<file path="config.mk">
export PLATFORM = sky130hd
export DESIGN_NAME = debounce_and_chatter_detector_flat
export DESIGN_NICKNAME = d
export VERILOG_FILES = /design/src/hw/rtl/dcd_pkg.sv /design/src/hw/rtl/dcd_if.sv /design/src/hw/rtl/dcd_cell.sv /design/src/hw/rtl/dcd_chain.sv /design/src/hw/rtl/debounce_and_chatter_detector.sv /design/src/flat_wrapper.sv
export SDC_FILE = /design/constraint.sdc
export NUM_CORES = 1
export LEC_CHECK = 0
export BUFFER_PORTS_ARGS = -buffer_cell sky130_fd_sc_hd__buf_4
export CAP_MARGIN = 20
export CELL_PAD_IN_SITES_DETAIL_PLACEMENT = 1
export CELL_PAD_IN_SITES_GLOBAL_PLACEMENT = 2
export CORE_ASPECT_RATIO = 1.5
export CORE_MARGIN = 8
export CORE_UTILIZATION = 27
export DETAILED_ROUTE_END_ITERATION = 8
export PLACE_DENSITY_LB_ADDON = 0.1
export SLEW_MARGIN = 10
export SYNTH_ARGS = -nofsm -noshare
export SYNTH_HDL_FRONTEND = slang
export SYNTH_HIERARCHICAL = 1
export SYNTH_SLANG_ARGS = --single-unit
</file>
<file path="constraint.sdc">
create_clock -name clock -period 10.8 [get_ports clock]
set_input_delay 2.16 -clock clock [delete_from_list [all_inputs] [get_ports clock]]
set_output_delay 2.16 -clock clock [all_outputs]
set_load 0.01 [all_outputs]
</file>
<file path="src/hw/rtl/dcd_pkg.sv">
// ----------------------------------------------------------------------------
// dcd_pkg
// Shared constants and types of the debounce and chatter detector.
// ----------------------------------------------------------------------------
package dcd_pkg;

   localparam int HISTORY_DEPTH = 8;
   localparam int CNT_W         = $clog2(HISTORY_DEPTH + 1);
   localparam int THR_W         = 3;
   localparam int CMP_W         = (CNT_W > THR_W) ? CNT_W : THR_W;
   localparam int TIME_W        = 32;
   localparam int WIN_W         = 20;
   localparam int DLEN_W        = 4;
   localparam int TALLY_W       = 8;
   localparam int CSR_IDX_W     = 2;
   localparam int CSR_DATA_W    = 20;

   localparam logic [CSR_IDX_W-1:0] CSR_DEBOUNCE_LENGTH   = 2'd0;
   localparam logic [CSR_IDX_W-1:0] CSR_CHATTER_THRESHOLD = 2'd1;
   localparam logic [CSR_IDX_W-1:0] CSR_WINDOW_MS         = 2'd2;

   localparam logic [DLEN_W-1:0] DLEN_RESET = 4'd3;
   localparam logic [THR_W-1:0]  THR_RESET  = 3'd5;
   localparam logic [WIN_W-1:0]  WIN_RESET  = 20'd5000;

   typedef struct packed {
      logic shift;
      logic capture;
   } cell_ctl_type;

endpackage

</file>
<file path="src/hw/rtl/dcd_if.sv">
// ----------------------------------------------------------------------------
// dcd_if
// Valid/ready channels of the debounce and chatter detector.
// ----------------------------------------------------------------------------
interface dcd_req_if;
   import dcd_pkg::*;
   logic              valid;
   logic              ready;
   logic              raw_sample;
   logic [TIME_W-1:0] time_ms;
   modport source (output valid, output raw_sample, output time_ms, input ready);
   modport sink   (input valid, input raw_sample, input time_ms, output ready);
endinterface

interface dcd_rsp_if;
   import dcd_pkg::*;
   logic               valid;
   logic               ready;
   logic               validated_level;
   logic [DLEN_W-1:0]  agree_count;
   logic               chatter_flag;
   logic [TALLY_W-1:0] chatter_events;
   modport source (output valid, output validated_level, output agree_count,
                   output chatter_flag, output chatter_events, input ready);
   modport sink   (input valid, input validated_level, input agree_count,
                   input chatter_flag, input chatter_events, output ready);
endinterface

interface dcd_csr_if;
   import dcd_pkg::*;
   logic                  valid;
   logic                  ready;
   logic [CSR_IDX_W-1:0]  index;
   logic [CSR_DATA_W-1:0] data;
   modport source (output valid, output index, output data, input ready);
   modport sink   (input valid, input index, input data, output ready);
endinterface

</file>
<file path="src/hw/rtl/dcd_cell.sv">
// ----------------------------------------------------------------------------
// dcd_cell
// One history cell: holds an edge timestamp and tests its age against the window.
// ----------------------------------------------------------------------------
module dcd_cell (
   input  logic                        clock,
   input  logic                        reset,
   input  dcd_pkg::cell_ctl_type       ctl,
   input  logic [dcd_pkg::TIME_W-1:0]  now,
   input  logic [dcd_pkg::WIN_W-1:0]   window,
   input  logic [dcd_pkg::TIME_W-1:0]  prev_time,
   input  logic                        prev_valid,
   output logic [dcd_pkg::TIME_W-1:0]  time_out,
   output logic                        valid_out,
   output logic                        hit
);
   import dcd_pkg::*;

   logic [TIME_W-1:0] time_ff;
   logic              valid_ff;
   logic              hit_ff;
   logic [TIME_W-1:0] age;
   logic              hit_in;

   assign age    = now - time_ff;
   assign hit_in = valid_ff && (age <= TIME_W'(window));

   always_ff @(posedge clock) begin
      if (reset) begin
         valid_ff <= 1'b0;
         hit_ff   <= 1'b0;
      end else begin
         if (ctl.shift) begin
            valid_ff <= prev_valid;
         end
         if (ctl.capture) begin
            hit_ff <= hit_in;
         end
      end
   end

   always_ff @(posedge clock) begin
      if (ctl.shift) begin
         time_ff <= prev_time;
      end
   end

   assign time_out  = time_ff;
   assign valid_out = valid_ff;
   assign hit       = hit_ff;

endmodule

</file>
<file path="src/hw/rtl/dcd_chain.sv">
// ----------------------------------------------------------------------------
// dcd_chain
// Row of history cells, newest edge at the head, plus the count of recent edges.
// ----------------------------------------------------------------------------
module dcd_chain (
   input  logic                        clock,
   input  logic                        reset,
   input  dcd_pkg::cell_ctl_type       ctl,
   input  logic [dcd_pkg::TIME_W-1:0]  now,
   input  logic [dcd_pkg::WIN_W-1:0]   window,
   output logic [dcd_pkg::CNT_W-1:0]   hit_count
);
   import dcd_pkg::*;

   logic [TIME_W-1:0]        time_link [HISTORY_DEPTH+1];
   logic [HISTORY_DEPTH:0]   valid_link;
   logic [HISTORY_DEPTH-1:0] hits;
   logic [CNT_W-1:0]         sum;

   assign time_link[0]  = now;
   assign valid_link[0] = 1'b1;

   for (genvar i = 0; i < HISTORY_DEPTH; i++) begin : g_cell
      dcd_cell u_cell (
         .clock      (clock),
         .reset      (reset),
         .ctl        (ctl),
         .now        (now),
         .window     (window),
         .prev_time  (time_link[i]),
         .prev_valid (valid_link[i]),
         .time_out   (time_link[i+1]),
         .valid_out  (valid_link[i+1]),
         .hit        (hits[i])
      );
   end

   // last cell falls out of the ring when the new edge comes in
   always_comb begin
      sum = '0;
      for (int i = 0; i < HISTORY_DEPTH - 1; i++) begin
         sum = sum + CNT_W'(hits[i]);
      end
   end

   assign hit_count = sum;

endmodule

</file>
<file path="src/hw/rtl/debounce_and_chatter_detector.sv">
// ----------------------------------------------------------------------------
// debounce_and_chatter_detector
// Counter debouncer with sliding-window chatter detection.
// ----------------------------------------------------------------------------
// Each item on req_ch is one sample of a binary signal with its millisecond
// timestamp; each sample yields exactly one item on rsp_ch with the debounced
// level, the agreement count, the chatter flag and the chatter event count.
// csr_ch writes debounce_length (0), chatter_threshold (1) and window_ms (2)
// and is always ready; other indexes are dropped. Write it only while idle.
// A sample goes through accept and debounce update, a parallel age compare
// in every history cell (one 32-bit subtract and compare per cell) with the
// shift of the cell row on a raw edge, then the count against the threshold
// and the load of the output register. req_ch.ready is high only between
// items, so a new item is taken only after the last has left its final step.
// When rsp_ch stalls the result waits in the output register and a new
// sample is still accepted; the block then holds in its last step until the
// register is taken. Reset empties the history, clears the debounce and
// chatter state and restores the register defaults.
// ----------------------------------------------------------------------------
module debounce_and_chatter_detector (
   input  logic      clock,
   input  logic      reset,
   dcd_req_if.sink   req_ch,
   dcd_rsp_if.source rsp_ch,
   dcd_csr_if.sink   csr_ch
);
   import dcd_pkg::*;

   typedef enum logic [1:0] {S_IDLE, S_CMP, S_SUM} state_type;

   state_type          state_ff, state_in;
   logic [DLEN_W-1:0]  dlen_ff, dlen_in;
   logic [THR_W-1:0]   thr_ff, thr_in;
   logic [WIN_W-1:0]   win_ff, win_in;
   logic               pending_ff, pending_in;
   logic [DLEN_W-1:0]  agree_ff, agree_in;
   logic               held_ff, held_in;
   logic               prev_raw_ff, prev_raw_in;
   logic               edge_ff, edge_in;
   logic [TIME_W-1:0]  now_ff, now_in;
   logic               flag_ff, flag_in;
   logic [TALLY_W-1:0] tally_ff, tally_in;
   logic               rsp_valid_ff, rsp_valid_in;
   logic               out_level_ff, out_level_in;
   logic [DLEN_W-1:0]  out_agree_ff, out_agree_in;
   logic               out_flag_ff, out_flag_in;
   logic [TALLY_W-1:0] out_tally_ff, out_tally_in;

   logic               accept;
   logic               csr_write;
   logic               out_free;
   logic               over;
   logic [CNT_W-1:0]   hit_count;
   logic [CMP_W-1:0]   recent;
   cell_ctl_type       cell_ctl;

   assign accept        = req_ch.valid && req_ch.ready;
   assign csr_write     = csr_ch.valid && csr_ch.ready;
   assign req_ch.ready  = (state_ff == S_IDLE);
   assign csr_ch.ready  = 1'b1;
   assign out_free      = !rsp_valid_ff || rsp_ch.ready;

   assign cell_ctl.shift   = (state_ff == S_CMP) && edge_ff;
   assign cell_ctl.capture = (state_ff == S_CMP);

   dcd_chain u_chain (
      .clock     (clock),
      .reset     (reset),
      .ctl       (cell_ctl),
      .now       (now_ff),
      .window    (win_ff),
      .hit_count (hit_count)
   );

   // newest edge always counts
   assign recent = CMP_W'(hit_count) + CMP_W'(1);
   assign over   = recent > CMP_W'(thr_ff);

   always_comb begin
      state_in     = state_ff;
      dlen_in      = dlen_ff;
      thr_in       = thr_ff;
      win_in       = win_ff;
      pending_in   = pending_ff;
      agree_in     = agree_ff;
      held_in      = held_ff;
      prev_raw_in  = prev_raw_ff;
      edge_in      = edge_ff;
      now_in       = now_ff;
      flag_in      = flag_ff;
      tally_in     = tally_ff;
      rsp_valid_in = rsp_valid_ff && !rsp_ch.ready;
      out_level_in = out_level_ff;
      out_agree_in = out_agree_ff;
      out_flag_in  = out_flag_ff;
      out_tally_in = out_tally_ff;

      if (csr_write) begin
         unique case (csr_ch.index)
            CSR_DEBOUNCE_LENGTH:   dlen_in = csr_ch.data[DLEN_W-1:0];
            CSR_CHATTER_THRESHOLD: thr_in  = csr_ch.data[THR_W-1:0];
            CSR_WINDOW_MS:         win_in  = csr_ch.data[WIN_W-1:0];
            default: ;
         endcase
      end

      unique case (state_ff)
         S_IDLE: begin
            if (accept) begin
               if (req_ch.raw_sample == pending_ff) begin
                  if (agree_ff < dlen_ff) begin
                     agree_in = agree_ff + DLEN_W'(1);
                  end
               end else begin
                  pending_in = req_ch.raw_sample;
                  agree_in   = DLEN_W'(1);
               end
               if (agree_in >= dlen_ff) begin
                  held_in = pending_in;
               end
               edge_in     = req_ch.raw_sample != prev_raw_ff;
               prev_raw_in = req_ch.raw_sample;
               now_in      = req_ch.time_ms;
               state_in    = S_CMP;
            end
         end
         S_CMP: begin
            state_in = S_SUM;
         end
         S_SUM: begin
            if (out_free) begin
               if (edge_ff) begin
                  flag_in = over;
                  if (over && !flag_ff) begin
                     tally_in = tally_ff + TALLY_W'(1);
                  end
               end
               rsp_valid_in = 1'b1;
               out_level_in = held_ff;
               out_agree_in = agree_ff;
               out_flag_in  = flag_in;
               out_tally_in = tally_in;
               state_in     = S_IDLE;
            end
         end
         default: state_in = S_IDLE;
      endcase
   end

   always_ff @(posedge clock) begin
      if (reset) begin
         state_ff     <= S_IDLE;
         dlen_ff      <= DLEN_RESET;
         thr_ff       <= THR_RESET;
         win_ff       <= WIN_RESET;
         pending_ff   <= 1'b0;
         agree_ff     <= '0;
         held_ff      <= 1'b0;
         prev_raw_ff  <= 1'b0;
         edge_ff      <= 1'b0;
         flag_ff      <= 1'b0;
         tally_ff     <= '0;
         rsp_valid_ff <= 1'b0;
      end else begin
         state_ff     <= state_in;
         dlen_ff      <= dlen_in;
         thr_ff       <= thr_in;
         win_ff       <= win_in;
         pending_ff   <= pending_in;
         agree_ff     <= agree_in;
         held_ff      <= held_in;
         prev_raw_ff  <= prev_raw_in;
         edge_ff      <= edge_in;
         flag_ff      <= flag_in;
         tally_ff     <= tally_in;
         rsp_valid_ff <= rsp_valid_in;
      end
   end

   always_ff @(posedge clock) begin
      now_ff       <= now_in;
      out_level_ff <= out_level_in;
      out_agree_ff <= out_agree_in;
      out_flag_ff  <= out_flag_in;
      out_tally_ff <= out_tally_in;
   end

   assign rsp_ch.valid           = rsp_valid_ff;
   assign rsp_ch.validated_level = out_level_ff;
   assign rsp_ch.agree_count     = out_agree_ff;
   assign rsp_ch.chatter_flag    = out_flag_ff;
   assign rsp_ch.chatter_events  = out_tally_ff;

   // one item in flight
   a_busy_after_accept: assert property (@(posedge clock) disable iff (reset)
      accept |=> !req_ch.ready)
      else $error("sample accepted while another is in flight");

   // event count moves only with a rising flag
   a_tally_on_rise: assert property (@(posedge clock) disable iff (reset)
      (tally_ff != $past(tally_ff)) |-> (flag_ff && !$past(flag_ff)))
      else $error("chatter event count changed without a rising flag");

   // a new result only comes from the final step
   a_rsp_from_sum: assert property (@(posedge clock) disable iff (reset)
      (rsp_valid_ff && !$past(rsp_valid_ff)) |-> $past(state_ff == S_SUM))
      else $error("result raised outside the final step");

   // cells shift only on a raw edge
   a_shift_on_edge: assert property (@(posedge clock) disable iff (reset)
      cell_ctl.shift |-> (edge_ff && state_ff == S_CMP))
      else $error("history shifted without a raw edge");

endmodule

</file>
<file path="src/flat_wrapper.sv">
// flat-port wrapper written by rule: the top's interface ports become plain ports
module debounce_and_chatter_detector_flat import dcd_pkg::*;
  (clock, reset, req_ch_valid, req_ch_raw_sample, req_ch_time_ms, req_ch_ready, rsp_ch_valid, rsp_ch_validated_level, rsp_ch_agree_count, rsp_ch_chatter_flag, rsp_ch_chatter_events, rsp_ch_ready, csr_ch_valid, csr_ch_index, csr_ch_data, csr_ch_ready);
  dcd_req_if req_ch_i ();
  dcd_rsp_if rsp_ch_i ();
  dcd_csr_if csr_ch_i ();
  input  logic clock;
  input  logic reset;
  input wire logic [$bits(req_ch_i.valid)-1:0] req_ch_valid;
  input wire logic [$bits(req_ch_i.raw_sample)-1:0] req_ch_raw_sample;
  input wire logic [$bits(req_ch_i.time_ms)-1:0] req_ch_time_ms;
  output wire logic [$bits(req_ch_i.ready)-1:0] req_ch_ready;
  output wire logic [$bits(rsp_ch_i.valid)-1:0] rsp_ch_valid;
  output wire logic [$bits(rsp_ch_i.validated_level)-1:0] rsp_ch_validated_level;
  output wire logic [$bits(rsp_ch_i.agree_count)-1:0] rsp_ch_agree_count;
  output wire logic [$bits(rsp_ch_i.chatter_flag)-1:0] rsp_ch_chatter_flag;
  output wire logic [$bits(rsp_ch_i.chatter_events)-1:0] rsp_ch_chatter_events;
  input wire logic [$bits(rsp_ch_i.ready)-1:0] rsp_ch_ready;
  input wire logic [$bits(csr_ch_i.valid)-1:0] csr_ch_valid;
  input wire logic [$bits(csr_ch_i.index)-1:0] csr_ch_index;
  input wire logic [$bits(csr_ch_i.data)-1:0] csr_ch_data;
  output wire logic [$bits(csr_ch_i.ready)-1:0] csr_ch_ready;
  assign req_ch_i.valid = req_ch_valid;
  assign req_ch_i.raw_sample = req_ch_raw_sample;
  assign req_ch_i.time_ms = req_ch_time_ms;
  assign req_ch_ready = req_ch_i.ready;
  assign rsp_ch_valid = rsp_ch_i.valid;
  assign rsp_ch_validated_level = rsp_ch_i.validated_level;
  assign rsp_ch_agree_count = rsp_ch_i.agree_count;
  assign rsp_ch_chatter_flag = rsp_ch_i.chatter_flag;
  assign rsp_ch_chatter_events = rsp_ch_i.chatter_events;
  assign rsp_ch_i.ready = rsp_ch_ready;
  assign csr_ch_i.valid = csr_ch_valid;
  assign csr_ch_i.index = csr_ch_index;
  assign csr_ch_i.data = csr_ch_data;
  assign csr_ch_ready = csr_ch_i.ready;
  debounce_and_chatter_detector u_core (.clock(clock), .reset(reset), .req_ch(req_ch_i), .rsp_ch(rsp_ch_i), .csr_ch(csr_ch_i));
endmodule
</file>
==> results.cfg <==
[outcome]
outcome = completed

[sta]
setup_tns_ns = 0
grt_setup_unrepaired = false
slew_headroom = 0.312
fin_skew_ns = 0.0308
hold_violations = 0
setup_violations = 0
maxSlewViolCount = 0
max_freq_ghz = 0.183
post-route-min-period_ns = 5.46
hold_ws_ns = 0.420
fin_crit_sh = 0.506
worst_pin_slew_ns = 1.02

[floorplanning]
row_count = 144
pin_count = 77
die-area_um2 = 114000
start_util = 0.272
coreArea_um2 = 103000
die_h_um = 410
dieWidth_um = 279

[clocking]
clkSinkCount = 331
clock_path_buffers = 3
clock-root-buffer = clkbuf_16
clock_latency_ns = 0.59
numCtsBuffers = 42
htreeDepth = 2
post_cts_buffers = 0
cts_tree = built
cts_resized = 0
ctsHoldBuffers = 0
path_clk_slew_ns = 0.07

[critical_path]
cp.buffers_inverters = 0
r2r.worst_path.cells = 18
cp_max_fo = 15
critPathRequiredTime_ns = 11.31
arrival_ns = 5.98
r2r_setup_slack_ns = 5.34
startpoint_type = flop
crit_slowest_cell = edfxtp_1
crit_type = flop to flop
crit_path_end_kind = flop
crit_chain = ha_1, nor2b_1, o2111ai_1, a21oi_1, nor3b_1, nand2b_1, o21ai_0, xor2_1, ha_1, a21oi_1, o21ai_1, a2111o_1, a311o_1, a211oi_1, o31ai_1, a2111oi_2, nand4_1, o21ai_1
reg2reg_from = u_core/now_ff[1]
cp_top_family = compound AO/OA/AOI/OAI gates
r2r_end = u_core/u_chain/g_cell[2].u_cell/hit
cpPeakStageDelay_ns = 0.74

[synth]
synth-seq-area-share = 0.334
synth_seq_cells = 331
yosysTopAreaCellShare = 0.290
synth_nets = 3573
synthTopCellsByArea = edfxtp_1, ha_1, inv_1, a21oi_1, dfxtp_1
synthesis.instances = 3130
avgSynthCellArea_um2 = 8.92
ys.flop_type = edfxtp_1
yosysWarnings = 6
synth_cell_types = 99
synth_area_um2 = 27900
synth-edff-count = 270
yosysTopAreaCell = edfxtp_1
ys_async_sr_fraction = 0

[drt]
dr.pass1.iters = 5
drt_wl_total_mm = 114
ant_nets = 0
vias = 23800
drc = 0
viasPerCell = 5.22
drt_iter0_drc = 850
wire_per_inst_um = 24.9

[place]
port_buffers = 75
hpwl_mm = 94.6
placed_area_um2 = 29900
gp_congestion = 0.892

[cells_and_area]
layout.nets = 3650
drive_gt1_frac = 0.0744
area_growth_pct = 12.2
final_cell_mix = inv_1, ha_1, nand2_1
fin_area_um2 = 31300
utilization = 0.305
antennaDiodeCount = 0
final_common_cell = inv_1

[run]
drv_cap = 0

[power]
powerDensity_nw_per_um2 = 126
p_sw_frac = 0.328
p_seq_frac = 0.372
ir_drop_mv = 0.0938
pwr-share-clk = 0.376
power.switching_uw = 1290
intPower_uw = 2650
combPwrFrac = 0.253
leakagePower_uw = 0.0130

[hold_path]
hp-class = flop to flop
hold_start = u_core/u_chain/g_cell[1].u_cell/time_out[7]
min_to = u_core/u_chain/g_cell[2].u_cell/time_out[7]
holdPathStages = 0

[global_routing]
grt_pass1_vias = 25900
grt_util_all_layers = 0.194
antenna_found_initial = 0
overflow = 0
grt_start_max_net_pins = 64
grt_pass1_wl_mm = 166
-- flip-flops by register name, indices dropped and copies added (netlist names), 2 cells and up --
| signal | count |
|---|---|
| u_core/u_chain/g_cell.u_cell/hit | 7 |
| u_core/agree_ff | 4 |
| u_core/win_ff | 20 |
| u_core/dlen_ff | 4 |
| u_core/u_chain/g_cell.u_cell/time_out | 224 |
| u_core/state_ff | 2 |
| u_core/thr_ff | 3 |
| u_core/rsp_ch.chatter_events | 8 |
| u_core/rsp_ch.agree_count | 4 |
| u_core/u_chain/g_cell.u_cell/valid_out | 7 |
| u_core/tally_ff | 8 |
| u_core/now_ff | 32 |
-- metal layers --
metal / share of wire / GRT usage
met2: 0.55 / 0.388
met4: 0.062 / 0.106
met3: 0.022 / 0.0176
met1: 0.36 / 0.191
met5: 0 / 0
-- power by group through the flow --
| stage | Clock [uW] | Combinational [uW] | Sequential, uW |
|---|---|---|---|
| 3_5_place_dp | 0 | 1000 | 1490 |
| 3_3_place_gp | 0 | 993 | 1490 |
| 4_1_cts | 1540 | 1010 | 1460 |
| 5_1_grt | 1570 | 1100 | 1470 |
| 2_1_floorplan | 0 | 669 | 1460 |
| 6_report | 1480 | 994 | 1460 |
-- synthesized netlist by cell type (all sizes together) (6+ instances only) --
cell	count
or4	10
o21a	27
inv	431
or2	6
o21bai	19
nor2b	33
o31a	12
nor4	12
dfxtp	61
o31ai	15
and2	30
nand4	64
a211oi	50
a2111oi	14
o21ai	180
nor3b	11
a21oi	292
a31oi	37
buf	13
and3	18
nor3	42
nor2	174
xnor2	111
xor2	69
nand2	291
nand2b	45
ha	372
nand3	50
clkbuf	45
mux2i	26
edfxtp	270
a2111o	7
or3	30
fa	11
a21boi	6
o311ai	6
a31o	6
a211o	12
o2111ai	11
a21o	66
o211ai	50
nand3b	10
mux2	11
-- worst max path at each step --
stage               slack, ns          startpoint                                         to  depth (start not counted)
global placement         5.18    u_core/now_ff[1]        u_core/u_chain/g_cell[2].u_cell/hit                         18
floorplan                3.75  u_core/state_ff[0]  u_core/u_chain/g_cell[1].u_cell/valid_out                          4
finish                   5.34    u_core/now_ff[1]        u_core/u_chain/g_cell[2].u_cell/hit                         18
global route             5.03    u_core/now_ff[1]        u_core/u_chain/g_cell[2].u_cell/hit                         18
CTS                      5.21    u_core/now_ff[1]        u_core/u_chain/g_cell[2].u_cell/hit                         18
detailed placement       5.22    u_core/now_ff[1]        u_core/u_chain/g_cell[2].u_cell/hit                         18
-- area by class of cell --
cell class / instances / area (um2)
fillers: 11900 / 71400
multi-input cells: 2309 / 16600
flip-flops and latches: 331 / 9330
well taps: 1314 / 1640
inverters: 431 / 1620
clock buffers: 54 / 1180
repair buffers: 92 / 691
clock inverters: 22 / 228
-- kinds of logic (layout without fill, tap and decap cells) --
logic type,Yosys count,in the layout,share of synthesized area
multiplexers,37,37,0.0139
AO/OA/AOI/OAI,866,866,0.201
XOR/XNOR,180,180,0.0576
buffers and inverters,490,599,0.0699
flip-flops,331,331,0.334
adder cells (fa/ha/maj),383,383,0.175
AND/OR/NAND/NOR,840,840,0.149
other,3,3,0.000403
-- metrics by stage --
step	power [uW]	cells	setup WS (ns)
after floorplan	2130	3130	3.75
after global placement	2480	4477	5.18
after detailed placement	2500	4477	5.22
after CTS	4020	4553	5.21
after global routing	4140	4553	5.03
final	3940	4553	5.34
-- worst register-to-register path, cell delays in order (launching register included) --
cell and delay, ns:
edfxtp_1 0.74, ha_1 0.34, nor2b_1 0.14, o2111ai_1 0.68, a21oi_1 0.23, nor3b_1 0.39
nand2b_1 0.21, o21ai_0 0.12, xor2_1 0.18, ha_1 0.33, a21oi_1 0.17, o21ai_1 0.12
a2111o_1 0.39, a311o_1 0.28, a211oi_1 0.20, o31ai_1 0.14, a2111oi_2 0.48, nand4_1 0.14
o21ai_1 0.12
(Power assumes the default switching activity.)
